**src/rtl/core/dcip_pkg.sv**
```systemverilog
// Package for the delta copy/insert instruction parser.
// Holds transaction structs, code enums and size constants; no dependencies.
`default_nettype none

package dcip_pkg;

  localparam int unsigned MidDepth = 2;
  localparam int unsigned OutDepth = 2;

  localparam logic [23:0] CopyLenZero = 24'h010000;

  typedef enum logic [1:0] {
    KIND_COPY    = 2'd0,
    KIND_INSERT  = 2'd1,
    KIND_LITERAL = 2'd2
  } kind_e;

  typedef enum logic [1:0] {
    OP_COPY_START = 2'd0,
    OP_COPY_FIELD = 2'd1,
    OP_INSERT     = 2'd2,
    OP_LITERAL    = 2'd3
  } op_e;

  typedef struct packed {
    logic [7:0] data_byte;
    logic       final_byte;
  } in_t;

  typedef struct packed {
    kind_e       kind;
    logic [31:0] copy_offset;
    logic [23:0] run_length;
    logic [7:0]  literal;
    logic        literal_last;
    logic        truncated;
  } out_t;

  // classified byte handed from front to back
  typedef struct packed {
    op_e        op;
    logic [7:0] data;
    logic [2:0] fidx;      // copy field index: 0..3 offset, 4..6 length
    logic       emit;      // transaction produces a result
    logic       done;      // copy instruction complete
    logic       lit_last;
    logic       trunc;
  } op_t;

endpackage

`default_nettype wire

```
**src/rtl/core/delta_copy_insert_parser.sv**
```systemverilog
// Top level of the delta copy/insert instruction parser.
// Depends on dcip_pkg, dcip_front, dcip_back and dcip_fifo.
//
// Takes one byte of a pack delta instruction stream per cycle and produces
// copy results (offset, length), insert headers and one result per literal
// byte, with last-literal and truncation flags. A byte is taken every cycle
// while the parser is not backed up. The front end tracks instruction state
// only, a MID_DEPTH-entry queue decouples it from the back end that gathers
// copy fields, and an OUT_DEPTH-entry queue holds results until popped.
`default_nettype none

module delta_copy_insert_parser #(
  parameter int unsigned MID_DEPTH = dcip_pkg::MidDepth,
  parameter int unsigned OUT_DEPTH = dcip_pkg::OutDepth
) (
  input  wire logic            clk_i,
  input  wire logic            rst_ni,
  input  wire logic            push,
  output logic                 full,
  input  wire dcip_pkg::in_t   in_i,
  output logic                 empty,
  input  wire logic            pop,
  output dcip_pkg::out_t       result_o
);
  import dcip_pkg::*;

  op_t  front_op, mid_op;
  out_t back_res;
  logic accept, mid_empty, mid_take, res_full, res_push;

  assign accept = push && !full;

  dcip_front u_front (
    .clk_i    (clk_i),
    .rst_ni   (rst_ni),
    .accept_i (accept),
    .in_i     (in_i),
    .op_o     (front_op)
  );

  dcip_fifo #(
    .WIDTH ($bits(op_t)),
    .DEPTH (MID_DEPTH)
  ) u_mid_q (
    .clk_i   (clk_i),
    .rst_ni  (rst_ni),
    .push_i  (push),
    .wdata_i (front_op),
    .full_o  (full),
    .pop_i   (mid_take),
    .rdata_o (mid_op),
    .empty_o (mid_empty)
  );

  dcip_back u_back (
    .clk_i      (clk_i),
    .rst_ni     (rst_ni),
    .op_i       (mid_op),
    .op_valid_i (!mid_empty),
    .op_take_o  (mid_take),
    .res_full_i (res_full),
    .res_push_o (res_push),
    .res_o      (back_res)
  );

  dcip_fifo #(
    .WIDTH ($bits(out_t)),
    .DEPTH (OUT_DEPTH)
  ) u_out_q (
    .clk_i   (clk_i),
    .rst_ni  (rst_ni),
    .push_i  (res_push),
    .wdata_i (back_res),
    .full_o  (res_full),
    .pop_i   (pop),
    .rdata_o (result_o),
    .empty_o (empty)
  );

endmodule

`default_nettype wire

```
**src/rtl/core/dcip_fifo.sv**
```systemverilog
// Small register FIFO used between front and back and at the result side.
// Generic width and depth; no package dependency.
`default_nettype none

module dcip_fifo #(
  parameter int unsigned WIDTH = 8,
  parameter int unsigned DEPTH = 2
) (
  input  wire logic             clk_i,
  input  wire logic             rst_ni,
  input  wire logic             push_i,
  input  wire logic [WIDTH-1:0] wdata_i,
  output logic                  full_o,
  input  wire logic             pop_i,
  output logic [WIDTH-1:0]      rdata_o,
  output logic                  empty_o
);

  localparam int unsigned PW = (DEPTH > 1) ? $clog2(DEPTH) : 1;
  localparam int unsigned CW = $clog2(DEPTH + 1);

  logic [WIDTH-1:0] data_q [DEPTH];
  logic [PW-1:0]    wr_ptr_q, wr_ptr_d, rd_ptr_q, rd_ptr_d;
  logic [CW-1:0]    count_q, count_d;
  logic             do_push, do_pop;

  assign full_o  = (count_q == CW'(DEPTH));
  assign empty_o = (count_q == '0);
  assign rdata_o = data_q[rd_ptr_q];
  assign do_push = push_i && !full_o;
  assign do_pop  = pop_i && !empty_o;

  always_comb begin
    wr_ptr_d = wr_ptr_q;
    rd_ptr_d = rd_ptr_q;
    count_d  = count_q;
    if (do_push) begin
      wr_ptr_d = (wr_ptr_q == PW'(DEPTH - 1)) ? '0 : wr_ptr_q + PW'(1);
    end
    if (do_pop) begin
      rd_ptr_d = (rd_ptr_q == PW'(DEPTH - 1)) ? '0 : rd_ptr_q + PW'(1);
    end
    unique case ({do_push, do_pop})
      2'b10:   count_d = count_q + CW'(1);
      2'b01:   count_d = count_q - CW'(1);
      default: count_d = count_q;
    endcase
  end

  always_ff @(posedge clk_i or negedge rst_ni) begin
    if (!rst_ni) begin
      wr_ptr_q <= '0;
      rd_ptr_q <= '0;
      count_q  <= '0;
    end else begin
      wr_ptr_q <= wr_ptr_d;
      rd_ptr_q <= rd_ptr_d;
      count_q  <= count_d;
    end
  end

  always_ff @(posedge clk_i) begin
    if (do_push) begin
      data_q[wr_ptr_q] <= wdata_i;
    end
  end

endmodule

`default_nettype wire

```
**src/rtl/core/dcip_front.sv**
```systemverilog
// Front end: tracks the instruction grammar and classifies each input byte.
// Depends on dcip_pkg.
`default_nettype none

module dcip_front (
  input  wire logic           clk_i,
  input  wire logic           rst_ni,
  input  wire logic           accept_i,
  input  wire dcip_pkg::in_t  in_i,
  output dcip_pkg::op_t       op_o
);
  import dcip_pkg::*;

  typedef enum logic [1:0] {
    MODE_CMD  = 2'd0,
    MODE_COPY = 2'd1,
    MODE_INS  = 2'd2
  } mode_e;

  mode_e      mode_q, mode_d;
  logic [6:0] pend_q, pend_d;
  logic [6:0] lits_q, lits_d;
  logic [2:0] idx;
  logic       fin;

  assign fin = in_i.final_byte;

  // lowest pending field
  always_comb begin
    idx = 3'd0;
    for (int i = 6; i >= 0; i--) begin
      if (pend_q[i]) begin
        idx = 3'(i);
      end
    end
  end

  always_comb begin
    mode_d = mode_q;
    pend_d = pend_q;
    lits_d = lits_q;
    op_o   = '0;
    op_o.data = in_i.data_byte;
    unique case (mode_q)
      MODE_COPY: begin
        pend_d       = pend_q & (pend_q - 7'd1);
        op_o.op      = OP_COPY_FIELD;
        op_o.fidx    = idx;
        op_o.done    = (pend_d == '0);
        op_o.emit    = op_o.done || fin;
        op_o.trunc   = fin && !op_o.done;
        mode_d       = op_o.done ? MODE_CMD : MODE_COPY;
      end
      MODE_INS: begin
        lits_d        = lits_q - 7'd1;
        op_o.op       = OP_LITERAL;
        op_o.emit     = 1'b1;
        op_o.lit_last = (lits_d == '0);
        op_o.trunc    = fin && (lits_d != '0);
        mode_d        = (lits_d == '0) ? MODE_CMD : MODE_INS;
      end
      default: begin
        if (in_i.data_byte[7]) begin
          pend_d     = in_i.data_byte[6:0];
          op_o.op    = OP_COPY_START;
          op_o.done  = (pend_d == '0);
          op_o.emit  = op_o.done || fin;
          op_o.trunc = fin && !op_o.done;
          mode_d     = op_o.done ? MODE_CMD : MODE_COPY;
        end else begin
          lits_d     = in_i.data_byte[6:0];
          op_o.op    = OP_INSERT;
          op_o.emit  = 1'b1;
          op_o.trunc = fin && (lits_d != '0);
          mode_d     = (lits_d != '0) ? MODE_INS : MODE_CMD;
        end
      end
    endcase
    if (fin) begin
      mode_d = MODE_CMD;
      pend_d = '0;
      lits_d = '0;
    end
  end

  always_ff @(posedge clk_i or negedge rst_ni) begin
    if (!rst_ni) begin
      mode_q <= MODE_CMD;
      pend_q <= '0;
      lits_q <= '0;
    end else if (accept_i) begin
      mode_q <= mode_d;
      pend_q <= pend_d;
      lits_q <= lits_d;
    end
  end

endmodule

`default_nettype wire

```
**src/rtl/core/dcip_back.sv**
```systemverilog
// Back end: gathers copy fields and forms result transactions.
// Depends on dcip_pkg.
`default_nettype none

module dcip_back (
  input  wire logic           clk_i,
  input  wire logic           rst_ni,
  input  wire dcip_pkg::op_t  op_i,
  input  wire logic           op_valid_i,
  output logic                op_take_o,
  input  wire logic           res_full_i,
  output logic                res_push_o,
  output dcip_pkg::out_t      res_o
);
  import dcip_pkg::*;

  logic [31:0] off_q, off_d;
  logic [23:0] len_q, len_d;

  assign op_take_o  = op_valid_i && (!op_i.emit || !res_full_i);
  assign res_push_o = op_take_o && op_i.emit;

  always_comb begin
    off_d = off_q;
    len_d = len_q;
    res_o = '0;
    res_o.truncated = op_i.trunc;
    unique case (op_i.op)
      OP_COPY_START: begin
        off_d            = '0;
        len_d            = '0;
        res_o.kind       = KIND_COPY;
        res_o.run_length = op_i.done ? CopyLenZero : '0;
      end
      OP_COPY_FIELD: begin
        if (op_i.fidx[2]) begin
          len_d = len_q | ({16'd0, op_i.data} << {op_i.fidx[1:0], 3'b000});
        end else begin
          off_d = off_q | ({24'd0, op_i.data} << {op_i.fidx[1:0], 3'b000});
        end
        res_o.kind        = KIND_COPY;
        res_o.copy_offset = off_d;
        res_o.run_length  = (op_i.done && len_d == '0) ? CopyLenZero : len_d;
      end
      OP_INSERT: begin
        res_o.kind       = KIND_INSERT;
        res_o.run_length = {16'd0, op_i.data};
      end
      default: begin
        res_o.kind         = KIND_LITERAL;
        res_o.literal      = op_i.data;
        res_o.literal_last = op_i.lit_last;
      end
    endcase
  end

  always_ff @(posedge clk_i or negedge rst_ni) begin
    if (!rst_ni) begin
      off_q <= '0;
      len_q <= '0;
    end else if (op_take_o) begin
      off_q <= off_d;
      len_q <= len_d;
    end
  end

endmodule

`default_nettype wire

```
**config.mk**
```make
export PLATFORM = sky130hd
export DESIGN_NAME = delta_copy_insert_parser
export DESIGN_NICKNAME = d
export VERILOG_FILES = /design/src/rtl/core/dcip_pkg.sv /design/src/rtl/core/delta_copy_insert_parser.sv /design/src/rtl/core/dcip_fifo.sv /design/src/rtl/core/dcip_front.sv /design/src/rtl/core/dcip_back.sv
export SDC_FILE = /design/constraint.sdc
export NUM_CORES = 1
export LEC_CHECK = 0
export ABC_CLOCK_PERIOD_IN_PS = 5400
export BUFFER_PORTS_ARGS = -buffer_cell sky130_fd_sc_hd__buf_2
export CAP_MARGIN = 0
export CORE_AREA = 2 2 146 219
export CTS_BUF_LIST = sky130_fd_sc_hd__clkbuf_8
export DETAILED_ROUTE_END_ITERATION = 6
export DIE_AREA = 0 0 148 221
export PLACE_DENSITY = 0.53
export REMOVE_ABC_BUFFERS = 1
export SYNTH_ARGS = -nofsm -noshare
export SYNTH_HDL_FRONTEND = slang
export SYNTH_SLANG_ARGS = --single-unit
```
**constraint.sdc**
```tcl
create_clock -name clk_i -period 5.4 [get_ports clk_i]
set_input_delay 0.27 -clock clk_i [delete_from_list [all_inputs] [get_ports clk_i]]
set_output_delay 0.27 -clock clk_i [all_outputs]
set_load 0.02 [all_outputs]
```
==> metrics, run 1 <==
Final TNS setup=0 ns; initial core utilization=34.62%; status=completed; Peak Freq=0.3276 GHz; vias per cell=5.113; prevailing post-synth register cell=edfxtp_1; Reg clk slew, reported paths=0.06 ns; CP arrival=3.48 ns; Worst Setup End Kind=register; Netlist cell types=54; xor/xnor share of the synthesized area=0.9843%; die area=0.03271 sq mm; GRT Total Usage=16.61%; final cell utilization of the core=40.09%; DP HPWL=18040 um; # IOs=83; Clock Tree Root=clkbuf_8; row count=79; Ant. Diodes=0; Via Count=6882; nets=928; post-layout min period=3.052 ns; Synth Area in Compound Gates=11.66%; worst-path fanout max=29; FILL cells=2937; first-pass GRT wire length=41580 um; # H-tree levels=2; mux cell area share after synthesis=9.257%; RSZ-0062 raised after global routing=no; DRT Wirelength=27050 um; clk_skew=0.02544 ns; CTS Buffer Depth=3; largest family of logic cells by synthesized area=compound AO/OA/AOI/OAI gates; met3 global-route usage=3.381%; adder-cell share of the synthesized area=0.7968%; Port-buffer cells=82; CTS tree=done; top post-synthesis cells by area=edfxtp_1 (48%), dfrtp_1 (19%), mux2_2 (8.1%); final setup vio count=0; die height=221 um; largest net degree at the start of global routing=48; TritonCTS Sinks=250; Core ar.=0.03084 sq mm; Max-slew headroom=26.12%; number of synthesized flops with an enable pin=170; total gr overflow=0; Hold WS=0.04528 ns; dpl ws=2.320 ns; layout cells sized above 1=24.76%; Worst-Skew Late Latency=0.57 ns; Avg Inst Size Synth=13.20 sq um; CP Launch Type=register; Slew Limit Fails=0; GRT busiest layer=met2; Post-Synth Simple-Gate Area=8.285%; Tightest Pin Transition=1.108 ns; final worst setup slack=2.348 ns; Static Leakage=4.804 nW; YS warnings=0; Area Overhead vs Synth=15.80%; CTS buffer count=40; WL per Instance=20.10 um; DRT iter0 DRCs=532; DRC=0; antenna-violating nets left=0; Worst Path Required=5.83 ns; Post-Syn Instances=809; period utilization=56.52%; Synth async-reset ratio=32.00%; worst setup path class=register to register; met1 Usage GRT=19.26%; drt pass-1 iters=5; Die X=148 um; initial antenna violation count=0; worst hold-check path type=input port to register; Yosys reg bits=250; maximum vdd drop=0.0002537 V; area leader, netlist=edfxtp_1; RePlAce Congestion=0.8016; Synth top area share=47.81%; synthesized area=0.01068 sq mm; register area share after synthesis=66.56%; total power=0.008333 W; met2 GRT Util=30.38%; max cap viols=0; Power Dens Cells=674.0 mW/mm^2; Final Hold Violating Endpoints=0; vias in the first global route=7062
## stage by stage
stage / instances / instance area, sq um
after floorplan: 767 / 10500
after global placement: 1264 / 11510
after detailed placement: 1264 / 11510
after CTS: 1346 / 12360
after global routing: 1346 / 12360
final: 1346 / 12360
## cell usage in the layout, fill, tap and decap left out, types with 3 or more instances in the layout
cell,count
buf_4,11
clkinv_1,9
ha_1,6
a22o_1,36
mux2i_1,11
xnor2_1,9
o2bb2ai_1,4
o22ai_1,8
o21ai_1,9
a21oi_1,90
nand2_1,24
nor3_1,5
nor4_1,10
nand3_1,6
xor2_1,3
buf_2,81
o21ai_0,15
mux2_2,77
nor3b_1,4
o31ai_1,13
nand2b_1,3
or4_1,5
edfxtp_1,170
inv_1,34
a211oi_1,3
nand4_1,4
nor2b_1,9
clkbuf_8,43
inv_2,4
dfrtp_1,79
dlygate4sd3_1,8
nor2_1,109
## registers in the layout, summed over array words and instances, names as in the netlist
name and cells:
u_out_q.data_q 136, u_out_q.wr_ptr_q 1, u_front.mode_q 2, u_back.off_q 32, u_out_q.count_q 2, u_out_q.rd_ptr_q 1
u_mid_q.rd_ptr_q 1, u_mid_q.data_q 34, u_front.lits_q 7, u_back.len_q 24, u_mid_q.wr_ptr_q 1, u_mid_q.count_q 2
u_front.pend_q 7
## power breakdown
group          switching [W]  leakage (nW)  internal (W)
clock               0.000733         0.445      0.000831
combinational        0.00226          1.67       0.00117
sequential          0.000389          2.69       0.00294
total                0.00339          4.80       0.00495
## worst max-delay path, cell delays in order (launching register included)
cell and delay, ns:
dfrtp_1 0.47, mux2i_1 0.26, inv_1 0.06, a21o_1 0.36
inv_2 0.55, nand2_1 0.58, nor2_1 0.22, buf_4 0.31
nor2_1 0.09
## final timing paths
kind	endpoint	start	slack, ns	depth (start not counted)
max	u_back.len_q[13]$_DFFE_PN0P_	u_mid_q.rd_ptr_q$_DFFE_PN0P_	2.35	8
min	u_mid_q.data_q[1][9]$_DFFE_PP_	in_i[3]	0.05	1
max reg2reg	u_back.len_q[13]$_DFFE_PN0P_	u_mid_q.rd_ptr_q$_DFFE_PN0P_	2.35	8
min reg2reg	u_back.off_q[25]$_DFFE_PN0P_	u_back.off_q[25]$_DFFE_PN0P_	0.48	2
max in group asynchronous	u_out_q.rd_ptr_q$_DFFE_PN0P_	rst_ni	4.06	3
min in group asynchronous	u_back.off_q[29]$_DFFE_PN0P_	rst_ni	0.23	2
## metal layers
| layer | part of all wire, % | vias up |
|---|---|---|
| met4 | 2.2 | 0 |
| met5 | 0 | - |
| met1 | 39 | 3440 |
| li1 | - | 3222 |
| met3 | 4.8 | 40 |
| met2 | 54 | 180 |
## cell families (layout without fill, tap and decap cells)
kind of cell / count (synthesis) / after routing
AOI/OAI and AO/OA: 195 / 195
xor gates and xnor gates: 12 / 12
adders and majority gates: 7 / 7
buffers and inverters: 64 / 196
DFF: 250 / 250
muxes: 89 / 89
and+or+nand+nor: 192 / 192
## Yosys cell counts (5+ instances only)
master	instances
a21oi_1	90
a22o_1	36
buf_1	5
buf_2	6
clkbuf_1	29
dfrtp_1	80
edfxtp_1	170
ha_1	6
inv_1	18
mux2_2	77
mux2i_1	11
nand2_1	24
nand3_1	6
nor2_1	112
nor2b_1	9
nor3_1	5
nor4_1	10
o21ai_0	15
o21ai_1	9
o22ai_1	8
o31ai_1	13
or4_1	5
xnor2_1	9
## layout make-up
type	count	area [sq um]	area share, %
tap	405	506.7	4.098
multi-input combinational	495	3328	26.92
sequential	250	7108	57.49
clock inverter	31	178.9	1.447
inverter	22	82.58	0.6679
clock buffer	43	591.8	4.786
timing repair buffer	100	568.0	4.594
## what timing repair did
item                      4_1_cts  5_1_grt
resized for setup               0        0
setup buffers                   0        0
hold endpoints to repair       48        0
hold buffers                    8        0
(Power assumes the default switching activity.)
==> inputs of run 2 (changes only) <==
Settings changed: ABC_CLOCK_PERIOD_IN_PS 5400 to 2970.
Clock period 5.4 ns to 2.97 ns, I/O delays scaled along.
==> metrics, run 2 (synthesized netlist as in run 1, its figures left out) <==
status=completed (unchanged); worst hold-check path type=input port to register (unchanged); Ant. Diodes=0 (unchanged); CP max stage cell=nor2_1 (was nand2_1); Max-slew headroom=26.03% (was 26.12%); first-pass GRT wire length=40390 um (was 41580 um); Clock Tree Root=clkbuf_8 (unchanged); worst setup path class=register to register (unchanged); TritonCTS Sinks=250 (unchanged); worst-path fanout max=22 (was 29); Tightest Pin Transition=1.110 ns (was 1.108 ns); initial antenna violation count=0 (unchanged); Largest Register=u_out_q.data_q (unchanged); buffers and inverters on the worst path=2 (was 3); die height=221 um (unchanged); drt pass-1 iters=4 (was 5); fin area=0.01258 sq mm (was 0.01236 sq mm); max cap viols=0 (unchanged); final cell utilization of the core=40.78% (was 40.09%); CP Launch Type=register (unchanged); Slew Limit Fails=0 (unchanged); Die X=148 um (unchanged); CP arrival=2.85 ns (was 3.48 ns); DRT Wirelength=25920 um (was 27050 um); Final Hold Violating Endpoints=0 (unchanged); worst hold start=pop (was in_i[3]); CTS tree=done (unchanged); PostCTS Resize Cnt=0 (unchanged); Final TNS setup=0 ns (unchanged); Peak Freq=0.4147 GHz (was 0.3276 GHz); CTS Buffer Depth=3 (unchanged); die area=0.03271 sq mm (unchanged); biggest regs=u_out_q.data_q: 136 flops, u_mid_q.data_q: 34 flops, u_back.off_q: 32 flops (unchanged); WL per Instance=19.04 um (was 20.10 um); vias per cell=5.063 (was 5.113); clk_skew=0.02522 ns (was 0.02544 ns); Worst Setup End Kind=register (unchanged); Static Leakage=4.914 nW (was 4.804 nW); most common cell after layout, fill and taps aside=edfxtp_1 (unchanged); # H-tree levels=2 (unchanged); R2R depth=7 (was 8); Crit Reg-Reg Startpoint=u_mid_q.rd_ptr_q$_DFFE_PN0P_ (unchanged); CP top delay family=compound AO/OA/AOI/OAI gates (was buffers and inverters); layout cells sized above 1=26.05% (was 24.76%); RSZ-0062 raised after global routing=no (unchanged); # IOs=83 (unchanged); GRT Total Usage=15.95% (was 16.61%); commonest cells after routing, fill and taps aside=edfxtp_1 (170), nor2_1 (110), a21oi_1 (90), buf_2 (81), dfrtp_1 (79) (was edfxtp_1 (170), nor2_1 (109), a21oi_1 (90), buf_2 (81), dfrtp_1 (79)); Area Overhead vs Synth=17.78% (was 15.80%); max reg flops=136 (unchanged); Worst Path Required=3.41 ns (was 5.83 ns); maximum vdd drop=0.0004204 V (was 0.0002537 V); Port-buffer cells=82 (unchanged); Reg clk slew, reported paths=0.06 ns (about the same); DP HPWL=17340 um (was 18040 um); initial core utilization=34.62% (unchanged); setup bufs post-CTS=0 (unchanged); vias in the first global route=7103 (was 7062); antenna-violating nets left=0 (unchanged); Via Count=6891 (was 6882); DRT iter0 DRCs=421 (was 532); total gr overflow=0 (unchanged); CP cell instances=buf_4 > nor2b_1 > a22o_1 > inv_2 > nor2_1 > a21oi_1 > o31ai_1 (was mux2i_1 > inv_1 > a21o_1 > inv_2 > nand2_1 > nor2_1 > buf_4 > nor2_1); worst hold stages=3 (was 1); CTS buffer count=38 (was 40); DRC=0 (unchanged); Core ar.=0.03084 sq mm (unchanged); post-layout min period=2.411 ns (was 3.052 ns); area post-placement=0.01171 sq mm (was 0.01151 sq mm); final setup vio count=0 (unchanged); crit path from=u_mid_q.rd_ptr_q$_DFFE_PN0P_ (unchanged); Worst-Skew Late Latency=0.54 ns (was 0.57 ns); Power Dens Cells=1217 mW/mm^2 (was 674.0 mW/mm^2); Hold Buf Count CTS=11 (was 8); nets=946 (was 928); Largest stage delay, worst path=0.57 ns (was 0.58 ns); RePlAce Congestion=0.7953 (was 0.8016); period utilization=81.19% (was 56.52%); row count=79 (unchanged); cell count along the critical path=7 (was 8); largest net degree at the start of global routing=81 (was 48); FILL cells=2951 (was 2937)
## run 2: worst paths after layout
check,endpoint,slack (ns)
max,u_back.off_q[26]$_DFFE_PN0P_,0.56
min,u_out_q.rd_ptr_q$_DFFE_PN0P_,0.11
max reg2reg,u_back.off_q[26]$_DFFE_PN0P_,0.56
min reg2reg,u_back.off_q[30]$_DFFE_PN0P_,0.49
max in group asynchronous,u_out_q.rd_ptr_q$_DFFE_PN0P_,1.85
min in group asynchronous,u_front.lits_q[3]$_DFFE_PN0P_,0.37
## run 2: tightest hold or removal path, delay by kind of cell
kind / cells / cell delay, ns
simple gates: 1 / 0.21
buf+inv: 1 / 0.09
xor+xnor: 1 / 0.15
## run 2: final cells by class
class | instances | area, sq um | area share, %
Clock buffer | 43 | 591.8 | 4.706
Clock inverter | 26 | 160.2 | 1.274
Inverter | 22 | 82.58 | 0.6567
Multi-Input combinational cell | 495 | 3326 | 26.45
Sequential cell | 250 | 7108 | 56.52
Tap cell | 405 | 506.7 | 4.029
Timing Repair Buffer | 120 | 800.8 | 6.368
## run 2: stage by stage
stage	total power (W)	instances	hold slack [ns]	setup slack, ns
floorplan	0.01019	767	-0.1471	-2.059
global placement	0.01258	1281	0.4116	0.6310
detailed placement	0.01265	1281	0.4082	0.5446
CTS	0.01552	1361	0.1006	0.5208
global route	0.01626	1361	0.1010	0.3676
finish	0.01531	1361	0.1056	0.5588
## run 2: report_power, final
part           total [W]  internal [W]  switching, W  leakage (nW)
Clock            0.00279       0.00150       0.00129         0.433
Sequential       0.00598       0.00534      0.000639          2.69
Combinational    0.00654       0.00239       0.00415          1.79
## run 2: metal layers
layer  global-route usage [%]  up-vias  wire [um]
met5                        0        -          0
met4                    6.636        0        816
met3                    2.969       48       1032
met2                    28.39      164      13700
met1                    18.72     3421      10370
li1                         -     3258          -
